[config.mk]
export PLATFORM = sky130hd
export DESIGN_NAME = socd_cleaner_with_auto_game_mode_top
export DESIGN_NICKNAME = d
export VERILOG_FILES = /design/src/hw/rtl/socd_pkg.sv /design/src/hw/rtl/socd_decode.sv /design/src/hw/rtl/socd_core.sv /design/src/hw/rtl/socd_cleaner_with_auto_game_mode_top.sv
export SDC_FILE = /design/constraint.sdc
export NUM_CORES = 1
export LEC_CHECK = 0
export BUFFER_PORTS_ARGS = -buffer_cell sky130_fd_sc_hd__buf_4
export CORE_MARGIN = 2
export CORE_UTILIZATION = 56
export DETAILED_ROUTE_END_ITERATION = 8
export MAX_ROUTING_LAYER = met4
export PLACE_DENSITY = 0.86
export SLEW_MARGIN = 5
export SYNTH_ARGS = -nofsm -noshare
export SYNTH_HDL_FRONTEND = slang
export SYNTH_SLANG_ARGS = --single-unit
[constraint.sdc]
create_clock -name clock -period 9.54 [get_ports clock]
set_input_delay 1.431 -clock clock [delete_from_list [all_inputs] [get_ports clock]]
set_output_delay 1.431 -clock clock [all_outputs]
set_load 0.1 [all_outputs]
[src/hw/rtl/socd_pkg.sv]
// Shared types, codes and helper functions for the direction-key cleaner.
// No dependencies.
package socd_pkg;

   localparam int ROW_COUNT = 8;
   localparam int COL_COUNT = 32;

   localparam logic [2:0] W_ROW      = 3'd2;
   localparam logic [2:0] ASD_ROW    = 3'd3;
   localparam logic [4:0] W_COL      = 5'd2;
   localparam logic [4:0] A_COL      = 5'd1;
   localparam logic [4:0] S_COL      = 5'd2;
   localparam logic [4:0] D_COL      = 5'd3;
   localparam logic [2:0] HOME_ROW   = 3'd3;
   localparam logic [4:0] HOME_COL_LO = 5'd7;
   localparam logic [4:0] HOME_COL_HI = 5'd10;

   localparam logic [3:0] SEEN_ALL      = 4'hF;
   localparam logic [3:0] COUNT_MAX     = 4'd15;
   localparam logic [3:0] THRESH_RESET  = 4'd5;

   typedef enum logic [2:0] {
      DIR_NONE = 3'd0,
      DIR_W    = 3'd1,
      DIR_A    = 3'd2,
      DIR_S    = 3'd3,
      DIR_D    = 3'd4
   } dir_type;

   typedef enum logic [1:0] {
      VERT_NONE = 2'd0,
      VERT_W    = 2'd1,
      VERT_S    = 2'd2
   } vert_type;

   typedef enum logic [1:0] {
      HORIZ_NONE = 2'd0,
      HORIZ_A    = 2'd1,
      HORIZ_D    = 2'd2
   } horiz_type;

   typedef struct packed {
      logic [2:0] key_row;
      logic [4:0] key_col;
      logic       pressed;
      logic       key_is_gui;
   } req_type;

   typedef struct packed {
      logic game_active;
      logic drive_valid;
      logic drive_up;
      logic drive_left;
      logic drive_down;
      logic drive_right;
      logic entered_pulse;
      logic exited_pulse;
   } rsp_type;

   typedef struct packed {
      dir_type dir;
      logic    home_exit;
   } key_info_type;

   // bit order: 0 W, 1 A, 2 S, 3 D
   function automatic logic [3:0] dir_bit(dir_type d);
      logic [3:0] b;
      unique case (d)
         DIR_W:   b = 4'b0001;
         DIR_A:   b = 4'b0010;
         DIR_S:   b = 4'b0100;
         DIR_D:   b = 4'b1000;
         default: b = 4'b0000;
      endcase
      return b;
   endfunction

   // last-input priority per opposing pair
   function automatic logic [3:0] resolve(logic [3:0] held, vert_type lv, horiz_type lh);
      logic [3:0] r;
      r = 4'b0000;
      if (held[0] && held[2]) begin
         r = r | ((lv == VERT_W) ? 4'b0001 : 4'b0100);
      end else begin
         r = r | {1'b0, held[2], 1'b0, held[0]};
      end
      if (held[1] && held[3]) begin
         r = r | ((lh == HORIZ_A) ? 4'b0010 : 4'b1000);
      end else begin
         r = r | {held[3], 1'b0, held[1], 1'b0};
      end
      return r;
   endfunction

endpackage

[src/hw/rtl/socd_decode.sv]
// Matrix position decoder: direction key and right home-row detection.
// Depends on socd_pkg.
module socd_decode (
   input  logic [2:0]            key_row,
   input  logic [4:0]            key_col,
   output socd_pkg::key_info_type info
);
   import socd_pkg::*;

   logic in_matrix;

   assign in_matrix = (32'(key_row) < ROW_COUNT) && (32'(key_col) < COL_COUNT);

   always_comb begin
      info.dir = DIR_NONE;
      if (in_matrix) begin
         if (key_row == W_ROW && key_col == W_COL) begin
            info.dir = DIR_W;
         end else if (key_row == ASD_ROW && key_col == A_COL) begin
            info.dir = DIR_A;
         end else if (key_row == ASD_ROW && key_col == S_COL) begin
            info.dir = DIR_S;
         end else if (key_row == ASD_ROW && key_col == D_COL) begin
            info.dir = DIR_D;
         end
      end
      info.home_exit = in_matrix && key_row == HOME_ROW &&
                       key_col >= HOME_COL_LO && key_col <= HOME_COL_HI;
   end

endmodule

[src/hw/rtl/socd_core.sv]
// Cleaner state and single-pass event logic: held/resolved keys, game mode,
// entry tracking. Depends on socd_pkg and socd_decode.
module socd_core (
   input  logic              clock,
   input  logic              reset,
   input  logic              advance,
   input  socd_pkg::req_type item,
   input  logic [3:0]        threshold,
   output socd_pkg::rsp_type result
);
   import socd_pkg::*;

   key_info_type info;

   logic [3:0] held_ff, held_in;
   logic [3:0] resolved_ff, resolved_in;
   vert_type   last_vert_ff, last_vert_in;
   horiz_type  last_horiz_ff, last_horiz_in;
   logic       game_ff, game_in;
   logic [3:0] seen_ff, seen_in;
   logic [3:0] count_ff, count_in;
   dir_type    prev_dir_ff, prev_dir_in;

   socd_decode u_decode (
      .key_row (item.key_row),
      .key_col (item.key_col),
      .info    (info)
   );

   always_comb begin
      logic [3:0] bit_sel;
      logic [3:0] drive_bits;
      logic       drive;
      logic       entered;
      logic       exited;

      bit_sel       = dir_bit(info.dir);
      held_in       = held_ff;
      resolved_in   = resolved_ff;
      last_vert_in  = last_vert_ff;
      last_horiz_in = last_horiz_ff;
      game_in       = game_ff;
      seen_in       = seen_ff;
      count_in      = count_ff;
      prev_dir_in   = prev_dir_ff;
      drive         = 1'b0;
      drive_bits    = 4'b0000;
      entered       = 1'b0;
      exited        = 1'b0;

      if (info.dir != DIR_NONE) begin
         if (item.pressed) begin
            held_in = held_ff | bit_sel;
            if (info.dir == DIR_W) begin
               last_vert_in = VERT_W;
            end else if (info.dir == DIR_S) begin
               last_vert_in = VERT_S;
            end else if (info.dir == DIR_A) begin
               last_horiz_in = HORIZ_A;
            end else begin
               last_horiz_in = HORIZ_D;
            end
         end else begin
            held_in = held_ff & ~bit_sel;
         end
         resolved_in = resolve(held_in, last_vert_in, last_horiz_in);
      end

      if (game_ff) begin
         drive      = 1'b1;
         drive_bits = resolved_in;
         if (item.pressed && (item.key_is_gui || info.home_exit)) begin
            resolved_in = 4'b0000;
            game_in     = 1'b0;
            exited      = 1'b1;
         end
      end else if (item.pressed) begin
         if (info.dir != DIR_NONE) begin
            seen_in = seen_ff | bit_sel;
            if (info.dir != prev_dir_ff) begin
               if (count_ff != COUNT_MAX) begin
                  count_in = count_ff + 4'd1;
               end
               prev_dir_in = info.dir;
            end
            if (seen_in == SEEN_ALL || count_in >= threshold) begin
               seen_in     = 4'b0000;
               count_in    = 4'd0;
               prev_dir_in = DIR_NONE;
               game_in     = 1'b1;
               entered     = 1'b1;
               drive       = 1'b1;
               drive_bits  = resolved_in;
            end
         end else begin
            seen_in     = 4'b0000;
            count_in    = 4'd0;
            prev_dir_in = DIR_NONE;
         end
      end

      result.game_active   = game_in;
      result.drive_valid   = drive;
      result.drive_up      = drive_bits[0];
      result.drive_left    = drive_bits[1];
      result.drive_down    = drive_bits[2];
      result.drive_right   = drive_bits[3];
      result.entered_pulse = entered;
      result.exited_pulse  = exited;
   end

   always_ff @(posedge clock) begin
      if (reset) begin
         held_ff       <= 4'b0000;
         resolved_ff   <= 4'b0000;
         last_vert_ff  <= VERT_NONE;
         last_horiz_ff <= HORIZ_NONE;
         game_ff       <= 1'b0;
         seen_ff       <= 4'b0000;
         count_ff      <= 4'd0;
         prev_dir_ff   <= DIR_NONE;
      end else if (advance) begin
         held_ff       <= held_in;
         resolved_ff   <= resolved_in;
         last_vert_ff  <= last_vert_in;
         last_horiz_ff <= last_horiz_in;
         game_ff       <= game_in;
         seen_ff       <= seen_in;
         count_ff      <= count_in;
         prev_dir_ff   <= prev_dir_in;
      end
   end

endmodule

[src/hw/rtl/socd_cleaner_with_auto_game_mode_top.sv]
// Top level of the direction-key cleaner with automatic game mode.
// Depends on socd_pkg and socd_core.
//
// Takes one key event per cycle while req_stall is low and returns exactly one
// result item per event: each event first sits in the input register, then
// the event logic runs in a single pass into the result register. Sustained
// rate is one item per clock; req_stall rises only while a result is held by
// rsp_stall and the input register is occupied. csr_ready is always high;
// write alternation_threshold only while no items are in flight.
module socd_cleaner_with_auto_game_mode_top (
   input  logic              clock,
   input  logic              reset,
   input  logic              req_valid,
   output logic              req_stall,
   input  socd_pkg::req_type req_data,
   output logic              rsp_valid,
   input  logic              rsp_stall,
   output socd_pkg::rsp_type rsp_data,
   input  logic              csr_valid,
   output logic              csr_ready,
   input  logic [3:0]        csr_data
);
   import socd_pkg::*;

   logic       in_valid_ff;
   req_type    in_data_ff;
   logic       out_valid_ff;
   rsp_type    out_data_ff;
   logic [3:0] threshold_ff;
   logic       out_blocked;
   logic       advance;
   rsp_type    result;

   assign out_blocked = out_valid_ff && rsp_stall;
   assign advance     = in_valid_ff && !out_blocked;
   assign req_stall   = in_valid_ff && out_blocked;
   assign rsp_valid   = out_valid_ff;
   assign rsp_data    = out_data_ff;
   assign csr_ready   = 1'b1;

   socd_core u_core (
      .clock     (clock),
      .reset     (reset),
      .advance   (advance),
      .item      (in_data_ff),
      .threshold (threshold_ff),
      .result    (result)
   );

   always_ff @(posedge clock) begin
      if (reset) begin
         in_valid_ff  <= 1'b0;
         out_valid_ff <= 1'b0;
         threshold_ff <= THRESH_RESET;
      end else begin
         if (!req_stall) begin
            in_valid_ff <= req_valid;
         end
         if (advance) begin
            out_valid_ff <= 1'b1;
         end else if (!rsp_stall) begin
            out_valid_ff <= 1'b0;
         end
         if (csr_valid && csr_ready) begin
            threshold_ff <= csr_data;
         end
      end
   end

   always_ff @(posedge clock) begin
      if (req_valid && !req_stall) begin
         in_data_ff <= req_data;
      end
      if (advance) begin
         out_data_ff <= result;
      end
   end

endmodule

==> impl_results.md <==
- Relative slew slack: between 30% and 40%
- Post-CTS Resized: 0
- Core area: 0.00435 mm^2
- XOR/XNOR share of the synthesized area: between 1.5 and 2%
- Final Hold Fails: 0
- Hold buffer count at CTS: 0
- Mapped cell area: between 0.002 and 0.003 mm^2
- Hold Path Cell Cnt: 2
- Synth-to-Final Area Change: 13.1%
- Crit path launch: in_data_ff[6]
- Synthesized flop and latch total: 48
- Antenna cells: 0
- CTS tree: yes
- DR WL/cell: between 10 and 15 um
- Max Slew Vio Count: 0
- First-pass GRT wire length: roughly 9000 um
- Reg2reg start: in_data_ff[6]
- Worst-path clk slew: around 0.090 ns
- Final Skew: between 0.01 and 0.015 ns
- Final std cells w/o fill: 354
- DRC: 0
- Avg Inst Size Synth: 9.06 um^2
- Period Utilization, post-route: approximately 49%
- Width of the die: 71.3 um
- HPWL after DPL: about 3800 um
- Post-layout minimum cycle time: ~4.7 ns
- RSZ-0062 raised after global routing: no
- Complex-gate fraction of the synthesized area: between 10% and 20%
- Placed cell count: about 350
- Final core utilization: between 60% and 70%
- Pin slew with the least headroom to its limit: roughly 1.0 ns
- Yosys top cell by area: dfxtp_1
- Hold Crit Class: reg2reg
- Mux cell area share after synthesis: ~3.7%
- Synth top cells by count: dfxtp_1 (30), nor2_1 (25), a21oi_1 (24), nand2_1 (24), nand3_1 (20)
- Largest family of logic cells by synthesized area: simple AND/OR/NAND/NOR gates
- Area share of and/or/nand/nor cells after synthesis: about 25%
- Most common cell in the netlist: dfxtp_1
- CP Capture Type: flip-flop
- DR vias/cell: approximately 6.1
- Global placer's final weighted congestion: ~1.0
- Post-synth EDFFs: 18
- Post-CTS setup repair buffer count: 0
- Worst skew pair latency: between 0.3 and 0.4 ns
- Warnings, synthesis: 0
- Status: completed
- Drt first pass iters: 6
- CTS Buf Count: 5
- Detailed Route WL: between 5000 and 6000 um
- Fmax: about 0.21 GHz
- Syn_nets: between 300 and 400
- # fillers: between 300 and 400
- Post-synth top area share: 23.7%
- Power per Cell Area: between 100 and 150 mW/mm^2
- Clock root cell: clkbuf_8
- DR vias: roughly 2200
- DRT antenna net count: 0
- Total Routing Usage GR: a little under a quarter
- Starting Density: 58.3%
- Register area share after synthesis: around 45%
- CTS Sinks: 48
- Longest Clk Path Bufs: 2
- Synth Area in Adders: around 2.5%
- Final setup vio count: 0
- Max IR drop VDD: 0.0953 mV
- Pleak: approximately 1.1 nW
- Pre-CTS WS: 5.01 ns
- Synth unique cells: just under 60
- Critical Path Start Type: flip-flop
- Top FF cell, synth: dfxtp_1
- Vias in the first global route: around 2000
- I/O Buffers: 28
- Layout cell share with drive strength beyond 1: 16.9%
- Antenna violations before repair: 0
- H-tree depth: 2
- Die Span Y: between 70 and 80 um
- Synth Instances: 280
- Pin count of the biggest net entering global routing: 26
- Req. time, crit path: 9.78 ns
- Max-cap violation count: 0
- Top post-synthesis cells by area: dfxtp_1 (24%), edfxtp_1 (21%), a21oi_1 (4.7%)
- Rows: 24
- R2r worst-path depth: 12
- DR iter-0 viols: around 160
- Crit-path max FO: 11
- FF-to-FF End: u_core.count_ff[2]
- Async set or reset register ratio after synthesis: 0%
- Endpoint arrival time on the critical path: 4.90 ns
- Worst Slack Setup Final: roughly 4.9 ns
- Setup TNS Final: 0 ns
- Setup Crit Path Kind: reg2reg
- Crit path capture: u_core.count_ff[2]
- Register-to-register setup slack: just under 5 ns
- I/O pin count: 30
- Die area: a little over 0.005 mm^2
- Nets@finish: between 300 and 400
- GR Overflow Total: 0
==> where the power goes <==
group          internal [W]  switching (W)
Sequential         0.000218     0.00000477
Combinational     0.0000136      0.0000301
Clock             0.0000858      0.0000699
==> per-layer routing <==
layer  part of all wire, %  wire length (um)  up-vias  global-route usage (%)
li1                      -                 -     1068                       -
met1                    44              2320      976                    28.8
met2                    47              2460       86                    35.7
met3                   5.8               303       20                    4.22
met4                   2.7               142        0                    9.01
met5                     0                 0        -                       -
==> worst min-delay path by stage <==
stage	start	end	slack (ns)
floorplan	u_core.held_ff[3]	u_core.held_ff[3]	0.43
global placement	u_core.held_ff[2]	u_core.held_ff[2]	0.45
CTS	u_core.held_ff[2]	u_core.held_ff[2]	0.46
global route	u_core.held_ff[3]	u_core.held_ff[3]	0.50
detailed placement	u_core.held_ff[2]	u_core.held_ff[2]	0.45
finish	u_core.held_ff[3]	u_core.held_ff[3]	0.46
==> cell families (layout without fill, tap and decap cells) <==
| family | Yosys count | after routing |
|---|---|---|
| xor+xnor | 4 | 4 |
| compound gates | 70 | 70 |
| fa+ha+maj | 5 | 5 |
| buf+inv | 26 | 48 |
| other cells | 1 | 1 |
| simple gates | 117 | 117 |
| flops | 48 | 48 |
| mux | 9 | 9 |
==> metrics by stage <==
stage          hold slack, ns  power, W  area (um^2)
2_1_floorplan           0.434  0.000258         2540
6_report                0.459  0.000422         2870
4_1_cts                 0.463  0.000425         2870
3_5_place_dp            0.451  0.000271         2750
3_3_place_gp            0.446  0.000270         2750
5_1_grt                 0.499  0.000437         2870
==> critical path: stages (launching register included) <==
cell	delay [ns]
edfxtp_1	0.42
or3b_4	0.45
nor4_4	0.45
xor2_2	0.16
o31ai_2	0.67
nor2_1	0.19
mux2_1	0.36
ha_1	0.28
a2111oi_0	0.47
o21ai_0	0.22
nor2_1	0.45
o21ai_1	0.26
nor3_1	0.21
==> state kept, by name, summed over array words and instances (netlist names) <==
name,count
in_data_ff,10
in_valid_ff,1
rsp_data,8
rsp_valid,1
threshold_ff,4
u_core.count_ff,4
u_core.game_ff,1
u_core.held_ff,4
u_core.last_horiz_ff,2
u_core.last_vert_ff,2
u_core.prev_dir_ff,3
u_core.resolved_ff,4
u_core.seen_ff,4
==> placed cells by master, fill, tap and decap left out, types with 2 or more instances in the layout <==
cell      synthesis  layout
and2_1            2       2
ha_1              5       5
or2_2             3       3
inv_1            12      12
nor3_2            2       2
o211a_1           2       2
or3_1             4       4
dfxtp_1          30      30
o31ai_1           3       3
o31a_1            2       2
a41oi_1           3       3
xnor2_1           2       2
buf_4             1      28
o22ai_1           2       2
o211ai_1          4       4
a31oi_1           8       8
nor3_1            6       6
nand4_1           3       3
nor4_1            4       4
nor2_1           25      25
edfxtp_1         18      18
clkbuf_8          0       6
nand2_1          24      24
and3_1            5       5
nand3_1          20      20
o31ai_2           2       2
a211oi_1          2       2
nor2b_1           6       6
mux2_2            2       2
a21oi_1          24      24
mux2i_1           6       6
o21ai_0           9       9
nand2b_1          4       4
==> cell type report <==
| class | instances | area, um^2 | share of cell area [%] |
|---|---|---|---|
| timing repair buffer | 28 | 210 | 7.33 |
| inverter | 12 | 45.0 | 1.57 |
| sequential | 48 | 1140 | 39.8 |
| clock inverter | 2 | 38.8 | 1.35 |
| clock buffer | 6 | 82.6 | 2.88 |
| multi-input combinational | 206 | 1290 | 44.8 |
| tap | 52 | 65.1 | 2.27 |
(Power assumes the default switching activity.)
